File: src/design/bsoc_pkg.sv
// shared types and constants for the battery charge led indicator
// no dependencies; imported by bsoc_step and battery_soc_led_indicator_top
`default_nettype none

package bsoc_pkg;

   // item kinds
   localparam logic KIND_TICK  = 1'b0;
   localparam logic KIND_FRAME = 1'b1;

   // frame identifiers
   localparam logic [28:0] ID_FAULT_WORD = 29'h1F11FA01;
   localparam logic [28:0] ID_CHARGE     = 29'h1F10FA01;
   localparam logic [28:0] ID_FAULT_BYTE = 29'h000001AA;
   localparam logic [28:0] ID_BATTERY    = 29'h000002AA;
   localparam logic [28:0] ID_CURRENT    = 29'h000003AA;

   // charge bands
   localparam logic [7:0] BAND_ONE   = 8'd25;
   localparam logic [7:0] BAND_TWO   = 8'd50;
   localparam logic [7:0] BAND_THREE = 8'd75;
   localparam logic [7:0] BAND_FULL  = 8'd100;

   // csr register indexes
   localparam int CSR_IDX_W = 3;
   localparam logic [CSR_IDX_W-1:0] CSR_SLOT_TICKS   = 3'd0;
   localparam logic [CSR_IDX_W-1:0] CSR_CYCLE_TOP    = 3'd1;
   localparam logic [CSR_IDX_W-1:0] CSR_SLEEP_START  = 3'd2;
   localparam logic [CSR_IDX_W-1:0] CSR_SLEEP_END    = 3'd3;
   localparam logic [CSR_IDX_W-1:0] CSR_COMM_TIMEOUT = 3'd4;
   localparam logic [CSR_IDX_W-1:0] CSR_OC_LIMIT     = 3'd5;

   // csr reset values
   localparam logic [15:0] RST_SLOT_TICKS   = 16'd500;
   localparam logic [15:0] RST_CYCLE_TOP    = 16'd250;
   localparam logic [15:0] RST_SLEEP_START  = 16'd120;
   localparam logic [15:0] RST_SLEEP_END    = 16'd240;
   localparam logic [7:0]  RST_COMM_TIMEOUT = 8'd5;
   localparam logic [15:0] RST_OC_LIMIT     = 16'd200;

   typedef struct packed {
      logic        kind;
      logic [28:0] frame_id;
      logic [63:0] frame_data;
   } req_type;

   typedef struct packed {
      logic [3:0] bar_leds;
      logic       fault_lamp;
      logic       fault_blink_lamp;
      logic       sleeping;
      logic       link_failed;
      logic [7:0] fault_flags_out;
   } rsp_type;

   typedef struct packed {
      logic [15:0] slot_ticks;
      logic [15:0] cycle_top;
      logic [15:0] sleep_start;
      logic [15:0] sleep_end;
      logic [7:0]  comm_timeout;
      logic [15:0] over_current_limit;
   } cfg_type;

   typedef struct packed {
      logic       steady;
      logic       blink;
      logic [3:0] bars;
   } lamp_type;

   typedef struct packed {
      logic [15:0] tick_count;
      logic [1:0]  blink_phase;
      logic [15:0] cycle_count;
      logic [7:0]  silence_count;
      logic        link_fail_flag;
      logic        sleep_flag;
      logic [7:0]  charge_level;
      logic [31:0] fault_word;
      logic        over_current_flag;
      logic [7:0]  fault_flags;
      lamp_type    lamp_state;
   } state_type;

endpackage

`default_nettype wire

File: src/design/bsoc_step.sv
// next-state and lamp logic for one word (tick or frame)
// depends on bsoc_pkg
`default_nettype none

module bsoc_step
   import bsoc_pkg::*;
(
   input  wire state_type cur_state,
   input  wire cfg_type   cfg,
   input  wire req_type   item,
   output state_type      nxt_state,
   output rsp_type        result
);

   logic [15:0] tick_inc;
   logic [15:0] cycle_inc;
   logic [1:0]  blink_inc;
   logic [7:0]  silence_inc;
   logic [7:0]  fault_byte;
   logic [15:0] current;
   logic        ok;
   logic        on;
   logic        awake;
   state_type   s;
   lamp_type    lamp;

   assign tick_inc    = cur_state.tick_count + 16'd1;
   assign cycle_inc   = cur_state.cycle_count + 16'd1;
   assign blink_inc   = cur_state.blink_phase + 2'd1;
   assign silence_inc = (cur_state.silence_count != 8'hFF) ?
                        cur_state.silence_count + 8'd1 : cur_state.silence_count;
   assign fault_byte  = item.frame_data[47:40];
   assign current     = {item.frame_data[7:0], item.frame_data[15:8]};

   always_comb begin
      s = cur_state;
      if (item.kind == KIND_TICK) begin
         s.tick_count = tick_inc;
         if (tick_inc > cfg.slot_ticks) begin
            // slot boundary
            s.tick_count    = 16'd1;
            s.blink_phase   = (blink_inc > 2'd2) ? 2'd0 : blink_inc;
            s.cycle_count   = (cycle_inc > cfg.cycle_top) ? 16'd0 : cycle_inc;
            s.silence_count = silence_inc;
            if (silence_inc > cfg.comm_timeout) begin
               s.link_fail_flag = 1'b1;
            end
            if (s.cycle_count < cfg.sleep_start) begin
               s.sleep_flag = 1'b0;
            end
            if (s.cycle_count >= cfg.sleep_start && s.cycle_count < cfg.sleep_end) begin
               s.sleep_flag = 1'b1;
            end
         end
      end else begin
         case (item.frame_id)
            ID_FAULT_WORD: begin
               s.fault_word = item.frame_data[31:0];
            end
            ID_CHARGE: begin
               s.charge_level   = item.frame_data[7:0];
               s.link_fail_flag = 1'b0;
            end
            ID_FAULT_BYTE: begin
               s.fault_word     = {24'd0, fault_byte};
               // sticky flag for the lowest set fault bit
               s.fault_flags    = cur_state.fault_flags | (fault_byte & (~fault_byte + 8'd1));
               s.silence_count  = 8'd0;
               s.link_fail_flag = 1'b0;
            end
            ID_BATTERY: begin
               s.charge_level   = item.frame_data[7:0];
               s.silence_count  = 8'd0;
               s.link_fail_flag = 1'b0;
            end
            ID_CURRENT: begin
               s.over_current_flag = (current >= cfg.over_current_limit);
               s.silence_count     = 8'd0;
               s.link_fail_flag    = 1'b0;
            end
            default: begin
            end
         endcase
      end

      // lamps from the updated state
      ok    = (s.fault_word == 32'd0) && !s.over_current_flag;
      on    = (s.blink_phase > 2'd1);
      awake = !s.sleep_flag;
      lamp  = cur_state.lamp_state;
      if (!awake) begin
         lamp.bars = 4'd0;
      end
      if (ok && s.charge_level <= BAND_ONE) begin
         lamp.bars   = awake ? {3'b000, on} : 4'd0;
         lamp.blink  = 1'b0;
         lamp.steady = 1'b0;
      end else if (ok && s.charge_level <= BAND_TWO) begin
         lamp.bars   = awake ? {2'b00, on, 1'b1} : 4'd0;
         lamp.blink  = 1'b0;
         lamp.steady = 1'b0;
      end else if (ok && s.charge_level <= BAND_THREE) begin
         lamp.bars   = awake ? {1'b0, on, 2'b11} : 4'd0;
         lamp.blink  = 1'b0;
         lamp.steady = 1'b0;
      end else if (ok && s.charge_level <= BAND_FULL) begin
         lamp.bars   = awake ? {on, 3'b111} : 4'd0;
         lamp.blink  = 1'b0;
         lamp.steady = 1'b0;
      end else if (!ok) begin
         lamp.bars   = 4'd0;
         lamp.steady = 1'b1;
         lamp.blink  = (s.blink_phase == 2'd1);
      end
      s.lamp_state = lamp;
      nxt_state    = s;

      result.bar_leds         = lamp.bars;
      result.fault_lamp       = lamp.steady;
      result.fault_blink_lamp = lamp.blink;
      result.sleeping         = s.sleep_flag;
      result.link_failed      = s.link_fail_flag;
      result.fault_flags_out  = s.fault_flags;
   end

endmodule

`default_nettype wire

File: src/design/battery_soc_led_indicator_top.sv
// top level of the battery charge led indicator: input register, state, result register
// depends on bsoc_pkg and bsoc_step
`default_nettype none

// usage
// - req channel: one word per timer tick (kind 0) or received status frame (kind 1),
//   valid/ready handshake; frame_id and frame_data are ignored for ticks
// - rsp channel: exactly one result word per request word, in order: bar lamps,
//   steady and blinking fault lamps, sleep and link failure flags, sticky fault flags
// - csr channel: register index and write data, always ready; write only while idle
// - a word accepted from req is latched in the input register; when the result slot
//   is free the state updates and the result register loads, and rsp_valid rises
//   as the result register loads; the result is held there until the receiver takes it
// - throughput is one word per cycle unless the receiver stalls: the whole update is
//   one pass of compare and increment logic between the input and result registers
// - when the receiver stalls, the result register holds and the input register
//   keeps one more word; req_ready drops only while both are full
// - reset (synchronous) clears all counters, flags and lamps, drops both valids
//   and restores the csr defaults (slot 500 ticks, cycle top 250, sleep 120..240,
//   timeout 5 slots, over-current limit 200)

module battery_soc_led_indicator_top
   import bsoc_pkg::*;
(
   input  wire                  clock,
   input  wire                  reset,
   input  wire                  req_valid,
   output logic                 req_ready,
   input  wire req_type         req_data,
   output logic                 rsp_valid,
   input  wire                  rsp_ready,
   output rsp_type              rsp_data,
   input  wire                  csr_valid,
   output logic                 csr_ready,
   input  wire [CSR_IDX_W-1:0]  csr_index,
   input  wire [15:0]           csr_data
);

   // input register
   logic      req_valid_ff;
   logic      req_valid_in;
   req_type   req_ff;
   // block state and csrs
   state_type state_ff;
   state_type state_in;
   cfg_type   cfg_ff;
   cfg_type   cfg_in;
   // result register
   logic      rsp_valid_ff;
   logic      rsp_valid_in;
   rsp_type   rsp_ff;
   rsp_type   rsp_in;

   logic      advance;

   // word moves from input register into state/result when result slot frees
   assign advance   = req_valid_ff && (!rsp_valid_ff || rsp_ready);
   assign req_ready = !req_valid_ff || advance;
   assign csr_ready = 1'b1;
   assign rsp_valid = rsp_valid_ff;
   assign rsp_data  = rsp_ff;

   bsoc_step u_step (
      .cur_state (state_ff),
      .cfg       (cfg_ff),
      .item      (req_ff),
      .nxt_state (state_in),
      .result    (rsp_in)
   );

   always_comb begin
      req_valid_in = req_valid_ff;
      if (req_valid && req_ready) begin
         req_valid_in = 1'b1;
      end else if (advance) begin
         req_valid_in = 1'b0;
      end

      rsp_valid_in = rsp_valid_ff;
      if (advance) begin
         rsp_valid_in = 1'b1;
      end else if (rsp_ready) begin
         rsp_valid_in = 1'b0;
      end

      cfg_in = cfg_ff;
      if (csr_valid && csr_ready) begin
         case (csr_index)
            CSR_SLOT_TICKS:   cfg_in.slot_ticks         = csr_data;
            CSR_CYCLE_TOP:    cfg_in.cycle_top          = csr_data;
            CSR_SLEEP_START:  cfg_in.sleep_start        = csr_data;
            CSR_SLEEP_END:    cfg_in.sleep_end          = csr_data;
            CSR_COMM_TIMEOUT: cfg_in.comm_timeout       = csr_data[7:0];
            CSR_OC_LIMIT:     cfg_in.over_current_limit = csr_data;
            default: begin
            end
         endcase
      end
   end

   // control, state and csrs
   always_ff @(posedge clock) begin
      if (reset) begin
         req_valid_ff <= 1'b0;
         rsp_valid_ff <= 1'b0;
         state_ff     <= '0;
         cfg_ff.slot_ticks         <= RST_SLOT_TICKS;
         cfg_ff.cycle_top          <= RST_CYCLE_TOP;
         cfg_ff.sleep_start        <= RST_SLEEP_START;
         cfg_ff.sleep_end          <= RST_SLEEP_END;
         cfg_ff.comm_timeout       <= RST_COMM_TIMEOUT;
         cfg_ff.over_current_limit <= RST_OC_LIMIT;
      end else begin
         req_valid_ff <= req_valid_in;
         rsp_valid_ff <= rsp_valid_in;
         cfg_ff       <= cfg_in;
         if (advance) begin
            state_ff <= state_in;
         end
      end
   end

   // payload registers
   always_ff @(posedge clock) begin
      if (req_valid && req_ready) begin
         req_ff <= req_data;
      end
      if (advance) begin
         rsp_ff <= rsp_in;
      end
   end

`ifndef SYNTHESIS
   // a held input word is never dropped while the result slot is busy
   assert property (@(posedge clock) disable iff (reset)
      req_valid_ff && !advance |=> req_valid_ff)
      else $error("input word lost while stalled");

   // blink phase counts 0,1,2 only
   assert property (@(posedge clock) disable iff (reset)
      state_ff.blink_phase != 2'd3)
      else $error("blink phase out of range");

   // steady fault lamp always goes with dark bars
   assert property (@(posedge clock) disable iff (reset)
      state_ff.lamp_state.steady |-> state_ff.lamp_state.bars == 4'd0)
      else $error("bars lit with steady fault lamp");

   // a stalled result holds its value
   assert property (@(posedge clock) disable iff (reset)
      rsp_valid_ff && !rsp_ready |=> rsp_valid_ff && $stable(rsp_ff))
      else $error("result changed while stalled");
`endif

endmodule

`default_nettype wire
File: config.mk
export PLATFORM = sky130hd
export DESIGN_NAME = battery_soc_led_indicator_top
export DESIGN_NICKNAME = d
export VERILOG_FILES = /design/src/design/bsoc_pkg.sv /design/src/design/bsoc_step.sv /design/src/design/battery_soc_led_indicator_top.sv
export SDC_FILE = /design/constraint.sdc
export NUM_CORES = 1
export LEC_CHECK = 0
export ABC_AREA = 1
export BUFFER_PORTS_ARGS = -buffer_cell sky130_fd_sc_hd__buf_4
export CAP_MARGIN = 20
export CELL_PAD_IN_SITES_DETAIL_PLACEMENT = 0
export CELL_PAD_IN_SITES_GLOBAL_PLACEMENT = 2
export CORE_MARGIN = 4
export CORE_UTILIZATION = 35
export CTS_CLUSTER_DIAMETER = 200
export DETAILED_ROUTE_END_ITERATION = 8
export PLACE_DENSITY = 0.91
export SYNTH_ARGS = -nofsm -noshare
export SYNTH_HDL_FRONTEND = slang
export SYNTH_SLANG_ARGS = --single-unit
File: constraint.sdc
create_clock -name clock -period 5.4 [get_ports clock]
set_input_delay 0.54 -clock clock [delete_from_list [all_inputs] [get_ports clock]]
set_output_delay 0.54 -clock clock [all_outputs]
set_load 0.02 [all_outputs]
==> results of run 1 <==
==> power groups by stage <==
stage               combinational (mW)  clock, mW  sequential [mW]
CTS                              0.405       2.31             2.27
floorplan                        0.241          0             2.31
finish                           0.409       2.23             2.27
global route                     0.467       2.39             2.28
global placement                 0.393          0             2.31
detailed placement               0.402          0             2.31
==> worst max-delay path by stage <==
stage                             from            to  slack [ns]  cells after the start
after CTS                 state_ff[65]  state_ff[55]        0.02                     35
after floorplan           state_ff[65]  rsp_data[15]        0.59                     31
final                     state_ff[65]  rsp_data[12]        0.37                     37
after global placement    state_ff[65]  state_ff[55]       -0.01                     32
after global routing      state_ff[65]  rsp_data[14]       -0.05                     36
after detailed placement  state_ff[65]  rsp_data[15]       -0.11                     30
==> metrics by stage <==
stage / TNS, ns / power (mW) / setup slack, ns / instance area, µm²
5_1_grt: -0.2887 / 5.133 / -0.05448 / 16940
3_5_place_dp: -0.6669 / 2.714 / -0.1133 / 15420
4_1_cts: 0 / 4.985 / 0.01755 / 16580
2_1_floorplan: 0 / 2.546 / 0.5887 / 13870
6_report: 0 / 4.909 / 0.3679 / 16940
3_3_place_gp: -0.01353 / 2.703 / -0.009544 / 15420
==> cell usage after synthesis, drive strengths merged <==
cell,n,area share (%)
nor3b,1,0.054
conb,1,0.027
o41ai,1,0.063
a221oi,1,0.063
o31ai,1,0.054
o211a,4,0.29
a32oi,1,0.063
dfxtp,189,27
xor2,23,1.5
inv,272,7.4
a41o,1,0.072
nor4,6,0.27
nand2,303,8.3
a21o,3,0.16
o211ai,30,1.6
clkinv,2,0.054
a21boi,1,0.054
o21ai,147,5.4
a22oi,6,0.32
o21bai,3,0.16
a211oi,12,0.65
buf,13,0.63
edfxtp,86,19
nor3,25,1.0
or2,2,0.090
xnor2,3,0.19
nand4,10,0.56
clkbuf,49,1.3
ha,90,8.1
nor2,238,6.7
nand3,97,3.7
mux2i,1,0.072
a21oi,142,5.2
a31oi,1,0.045
==> worst max-delay path: cells and delay by family, from the launching register on <==
kind            cells  cell delay (ns)
buf+inv             9             0.93
fa+ha+maj           3             0.68
compound gates      2             0.20
simple gates       22             2.43
xor+xnor            1             0.20
flops               1             0.36
==> metal layers <==
metal / global-route usage [%] / vias to the layer above / part of all wire, %
met1: 22.79 / 5309 / 49
met4: 5.495 / 0 / 2.6
li1: - / 6075 / -
met3: 2.708 / 63 / 4.2
met5: 0 / - / 0
met2: 26.33 / 196 / 45
==> what timing repair did <==
action	4_1_cts	5_1_grt
setup endpoints to repair	10	10
setup buffers	1	10
gates resized for setup	10	63
hold buffers	0	0
cloned	1	0
endpoints found under the hold margin	0	0
pin swaps	0	29
==> cell families (layout without fill, tap and decap cells) <==
logic type	Yosys count	count (layout)
AOI/OAI and AO/OA	354	354
xor gates and xnor gates	26	26
adders and majority gates	90	90
buffers and inverters	336	507
DFF	275	275
muxes	1	1
other	1	1
and+or+nand+nor	682	682
==> state kept, by name, indices dropped and copies added (netlist names) <==
register      count
cfg_ff           88
req_ff           70
req_valid_ff      1
rsp_data         16
rsp_valid         1
state_ff         99
==> final cells by class <==
cell class	instances	share of cell area, %
Multi-Input combinational cell	1154	38.31
Clock inverter	15	0.6648
Timing Repair inverter	1	0.04432
Sequential cell	275	37.61
Inverter	274	6.094
Tap cell	518	3.826
Timing Repair Buffer	168	7.608
Clock buffer	49	5.835
==> summary.md, run 1 <==
| Metric | Value |
|---|---|
| Status | complete, no violations |
| Register area | about 6400 µm² |
| Synth cell types | slightly above 50 |
| # IOs | approximately 140 |
| CTS H-Tree Depth | 2 |
| IO Port Bufs | around 110 |
| CTS buffer count | 35 |
| Post-route antenna net violation count | 0 |
| Arr. time, crit path | 5.32 ns |
| GPL Wtd Cong | 0.8030 |
| Post-synthesis cell area | approximately 14000 µm² |
| Fin util | 43.52% |
| Die Footprint | around 43000 µm² |
| Vias | ~12000 |
| Clk pwr share | between 40% and 50% |
| Detailed placement HPWL | about 25000 µm |
| Post-Syn Instances | 1765 |
| First-pass DRT Iterations | 5 |
| GRT Total Usage | about 16% |
| Max rail drop VDD | around 0.00024 V |
| WL per Instance | ~15 µm |
| Max Cap Viol | 0 |
| Cell internal pwr | between 3 and 4 mW |
| Main combinational cell family by area after synthesis | simple AND/OR/NAND/NOR gates |
| Crit share post-route | 93.19% |
| CP max stage delay | approximately 0.36 ns |
| Final nets | 2117 |
| Pwr dens | 289.8 nW/µm² |
| Post-Synth Simple-Gate Area | between 20% and 30% |
| Most common cell after layout, fill and taps aside | nand2_1 |
| Switching Fraction | between 20% and 30% |
| Seq/Total Area, Yosys | a little under half |
| Period minus WS final | 5.032 ns |
| Logic pwr share | 8.3% |
| Most frequent cells in the layout | nand2_1, inv_1, nor2_1, dfxtp_1, buf_4 |
| Final Hold Viols | 0 |
| Final Skew | between 0.02 and 0.03 ns |
| Vias per cell | 4.744 |
| Worst endpoint required time | about 5.7 ns |
| Initial drt markers | 540 |
| Fmax | between 150 and 200 MHz |
| Pleak | about 8 nW |
| Final instance count without filler cells | around 2500 |
| Die X | between 200 and 250 µm |
| Worst reg-to-reg setup slack | 0.37 ns |
| Syn avg cell area | about 7.9 µm² |
| Hold Path Origin | req_data[40] |
| Die height | ~210 µm |
| First-pass GRT wire length | approximately 58000 µm |
| Flop pwr share | 46.2% |
| Setup CP Type | reg2reg |
| Dpl cells | around 2400 |
| Worst Reg-to-Reg Cells | 37 |
| Synthesized-area fraction occupied by adder cells | a little over 8% |
| CTS clk-pin slew, worst paths | roughly 0.06 ns |
| Mux cell area share after synthesis | less than 1% |
| Remaining routing DRC violations | 0 |
| Initial Util | 35.64% |
| WL final | 36510 µm |
| # setup viols final | 0 |
| Worst skew pair latency | around 0.54 ns |
| Worst setup EP type | register |
| R2R Path Start | state_ff[65] |
| P_sw | 1.199 mW |
| Crit path max fanout | 6 |
| Yosys warns | 0 |
| Largest net degree at the start of global routing | 84 |
| Most repeated library cell on the critical path | nand2_2 |
| Post-synthesis compound-gate area fraction | ~14% |
| Clk sinks | between 200 and 300 |
| Layout fillers | between 3000 and 4000 |
| Worst Max-Slew Pin Slew | about 1.0 ns |
| Number of global-route vias before repair | around 11000 |
| CP Launch Type | register |
| Clock Tree Buf Depth | 3 |
| Worst slew margin | roughly a third |
| Share of cells above drive strength 1 | between 10% and 20% |
| N_diodes | 0 |
| Max stage delay cell, worst path | dfxtp_4 |
| WHS | between 0.15 and 0.2 ns |
| FP Rows | between 70 and 80 |
| Core box area | slightly below 40000 µm² |
| Worst R2R End | rsp_data[12] |
| CTS tree | done |
| Max Slew Vio Count | 0 |
| Multi-input gate area | between 6000 and 7000 µm² |
| Initial antenna violation count | 1 |
| Synth Net Count | approximately 2000 |
| Worst hold endpoint | req_ff[40] |
| Area delta synth->final | 22.13% |
| Hold crit path type | in2reg |
| Worst Hold Depth | 1 |
| Root Driver | clkbuf_16 |
| Post-Synth XOR/XNOR Area | 1.642% |
| Total gr overflow | 0 |
| FF+latch count, synth | 275 |
Note: power is estimated with default switching activity, not from simulation.
==> run 2, diff against run 1 <==
ABC_AREA = unset   (was 1)
CORE_UTILIZATION = 37   (was 35)
==> summary.md, run 2 <==
| Metric | Value |
|---|---|
| Status | complete, no violations |
| CTS buffer count | 31 (-11%) |
| Pwr dens | 298.7 nW/µm² (+3.1%) |
| Clk sinks | 275 (unchanged) |
| Logic pwr share | 5.4% (-2.9 points) |
| Switching Fraction | 22.29% (-2.1 points) |
| Flop pwr share | 47.1% (+0.9 points) |
| FF+latch count, synth | 275 (unchanged) |
| Worst setup EP type | register |
| Setup CP Type | reg2reg |
| Post-Syn Instances | 1464 (-17%) |
| Vias per cell | 5.203 (+9.7%) |
| RSZ-0062 raised after global routing | no |
| Yosys warns | 0 (unchanged) |
| Vias | 10780 (-7.4%) |
| Seq/Total Area, Yosys | 47.97% (+2.1 points) |
| Top cells by instance count after synthesis | nand2_1, dfxtp_1, a21oi_1, inv_1, ha_1 |
| Synth Net Count | 1672 (-15%) |
| N_diodes | 0 (unchanged) |
| Detailed placement HPWL | 25600 µm (+1.1%) |
| Yosys top cell area share | 28.51% (+1.2 points) |
| CP Launch Type | register |
| First-pass DRT Iterations | 5 (unchanged) |
| Die height | 197.4 µm (-4.7%) |
| Initial drt markers | 466 (-14%) |
| Root Driver | clkbuf_16 |
| Main flop type after synthesis | dfxtp_1 |
| Pleak | 6.241 nW (-21%) |
| Placed cell area | 14730 µm² (-4.5%) |
| Worst endpoint required time | 5.88 ns (+0.19 ns) |
| IO Port Bufs | 111 (unchanged) |
| Largest reg by FF count | state_ff |
| Worst slew margin | 30.41% (-2.3 points) |
| Hold-fix buffers, CTS | 0 (unchanged) |
| WL final | 35530 µm (-2.7%) |
| Share of cells above drive strength 1 | 14.84% (-1.3 points) |
| CTS tree | done |
| Largest net degree at the start of global routing | 91 (+8.3%) |
| Worst Setup EP | state_ff[1] |
| CTS clk-pin slew, worst paths | 0.06 ns (about the same) |
| Clk pwr share | 47.5% (+2.0 points) |
| Initial Util | 37.40% (+1.8 points) |
| Largest register FFs | 99 (unchanged) |
| Max Slew Vio Count | 0 (unchanged) |
| Biggest regs | state_ff: 99 flops, cfg_ff: 88 flops, req_ff: 70 flops |
| Area delta synth->final | 19.86% |
| Fmax | 200.6 MHz (+0.96%) |
| Asr flop ratio synth | 0% (unchanged) |
| GRT Total Usage | 17.83% (+1.4 points) |
| CTS H-Tree Depth | 1 (-1) |
| Initial antenna violation count | 0 (-1) |
| Synth area leaders | dfxtp_1, edfxtp_1, ha_1 |
| Syn avg cell area | 9.064 µm² (+15%) |
| Post-synth EDFFs | 86 (unchanged) |
| Max Cap Viol | 0 (unchanged) |
| Post-route antenna net violation count | 0 (unchanged) |
| Arr. time, crit path | 5.46 ns (+0.14 ns) |
| Max rail drop VDD | 0.0004471 V (+84%) |
| P_sw | 1.059 mW (-12%) |
| Biggest area consumer among synthesized cells | dfxtp_1 |
| Worst Reg-to-Reg Cells | 22 (-41%) |
| Final Hold Viols | 0 (unchanged) |
| Crit path max fanout | 6 (unchanged) |
| Overall Power | 4.750 mW (-3.2%) |
| Post-synthesis cell area | 13270 µm² (-4.3%) |
| Worst Max-Slew Pin Slew | 1.043 ns (+0.03770 ns) |
| Synth cell types | 75 (+47%) |
| Worst skew pair latency | 0.58 ns (+0.04 ns) |
| Die Footprint | 38960 µm² (-9.1%) |
| Most frequent cells in the layout | nand2_1, dfxtp_1, a21oi_1, buf_4, inv_1 |
| Most common cell after layout, fill and taps aside | nand2_1 |
| FP Rows | 69 (-4.2%) |
| GPL Wtd Cong | 0.8324 (+3.7%) |
| Total gr overflow | 0 (unchanged) |
| Crit share post-route | 92.30% (-0.89 points) |
| Cell internal pwr | 3.691 mW (-0.49%) |
| Final Skew | 0.01622 ns (-0.01060 ns) |
| Most numerous cell in the Yosys netlist | nand2_1 |
| Worst reg-to-reg setup slack | 0.42 ns (+0.05 ns) |
| Post-route cell area | 15910 µm² (-6.1%) |
| # setup viols final | 0 (unchanged) |
| Period minus WS final | 4.984 ns (-0.04809 ns) |
| Hold crit path type | in2reg |
| Core box area | 35480 µm² (-8.8%) |
| Die X | 197.4 µm (-4.7%) |
| Setup TNS | 0 ns (unchanged) |
| Number of global-route vias before repair | 10730 (-3.1%) |
| First-pass GRT wire length | 56870 µm (-2.0%) |
| Clock Tree Buf Depth | 3 (unchanged) |
| Final nets | 1794 (-15%) |
| # IOs | 137 (unchanged) |
| Worst R2R End | state_ff[1] |
| R2R Path Start | state_ff[68] |
| Crit. Startpoint | state_ff[68] |
| WL per Instance | 17.15 µm (+15%) |
| Remaining routing DRC violations | 0 (unchanged) |
-- run 2: cell types whose count changed in the layout (fill, tap and decap cells not counted), sizes merged, moves of 10 or more --
cell / delta
inv: -179
nor2: -151
o21ai: -107
nand3: -66
a21oi: +28
nor2b: +26
nor4: +21
buf: -19
nand4: +17
nand2: -16
xnor2: +16
and3: +13
nand3b: +10
-- run 2: critical path, cell delays in order (launching register included) --
cell       delay [ns]
dfxtp_1          0.39
and4_2           0.29
nand4_1          0.17
nor3_2           0.24
buf_4            0.16
xor2_1           0.19
ha_1             0.28
nand4_1          0.17
buf_4            0.13
nor2_1           0.03
o2bb2ai_1        0.11
o31a_1           0.37
buf_4            0.19
or2_2            0.27
ha_1             0.27
nand2b_1         0.14
a2111oi_0        0.39
nor3_1           0.09
o21bai_1         0.17
a211o_1          0.24
o311ai_4         0.11
buf_4            0.19
o41ai_1          0.29
-- run 2: metrics by stage --
step | cells | setup WS (ns) | utilization [%] | hold slack (ns)
final | 2071 | 0.4160 | 44.83 | 0.1287
after detailed placement | 2009 | 0.05295 | 41.51 | 0.4465
after floorplan | 1464 | 0.2816 | - | 0.4293
after global routing | 2071 | 0.01172 | 44.83 | 0.09981
after global placement | 2007 | 0.1504 | 41.40 | 0.4381
after CTS | 2066 | 0.02924 | 44.63 | 0.1030
-- run 2: per-layer routing --
layer | up-vias | share of wire [%] | GRT usage (%)
li1 | 5418 | - | -
met3 | 56 | 4.6 | 2.831
met4 | 0 | 2.4 | 4.289
met2 | 199 | 48 | 30.81
met5 | - | 0 | 0
met1 | 5103 | 45 | 23.51
-- run 2: final cells by class --
class / count / area [µm²]
tap: 461 / 576.8
timing repair buffer: 149 / 1142
inverter: 96 / 360.3
clock buffer: 41 / 893.4
multi-input combinational: 1033 / 6349
fill: 3477 / 19580
clock inverter: 16 / 216.5
sequential: 275 / 6367
-- run 2: how the worst min path moves through the flow --
| stage | start | endpoint | slack, ns | cells after the start |
|---|---|---|---|---|
| 2_1_floorplan | state_ff[13] | state_ff[13] | 0.43 | 2 |
| 6_report | req_data[84] | req_ff[84] | 0.13 | 1 |
| 5_1_grt | req_data[47] | req_ff[47] | 0.1 | 1 |
| 4_1_cts | req_data[47] | req_ff[47] | 0.10 | 1 |
| 3_5_place_dp | cfg_ff[41] | cfg_ff[41] | 0.45 | 2 |
| 3_3_place_gp | state_ff[39] | state_ff[39] | 0.44 | 2 |
-- run 2: cell families (layout without fill, tap and decap cells) --
group                    after synthesis  count (layout)  synth area share, %
AND/OR/NAND/NOR                      562             562                20.08
adder cells (fa/ha/maj)               90              90                8.486
other                                  1               1              0.02826
AO/OA/AOI/OAI                        335             335                15.87
flip-flops                           275             275                47.97
buffers and inverters                156             302                4.460
XOR/XNOR                              33              33                2.178
multiplexers                          12              12               0.9240
-- run 2: power by group through the flow --
stage | Combinational, mW | Clock (mW) | Sequential (mW)
2_1_floorplan | 0.127 | 0 | 2.27
3_3_place_gp | 0.253 | 0 | 2.28
3_5_place_dp | 0.258 | 0 | 2.28
4_1_cts | 0.261 | 2.32 | 2.24
5_1_grt | 0.287 | 2.41 | 2.24
6_report | 0.258 | 2.25 | 2.24
-- run 2: timing repair --
action,in CTS,in global routing
setup endpoints to repair,0,10
setup buffers,0,4
gates resized for setup,0,7
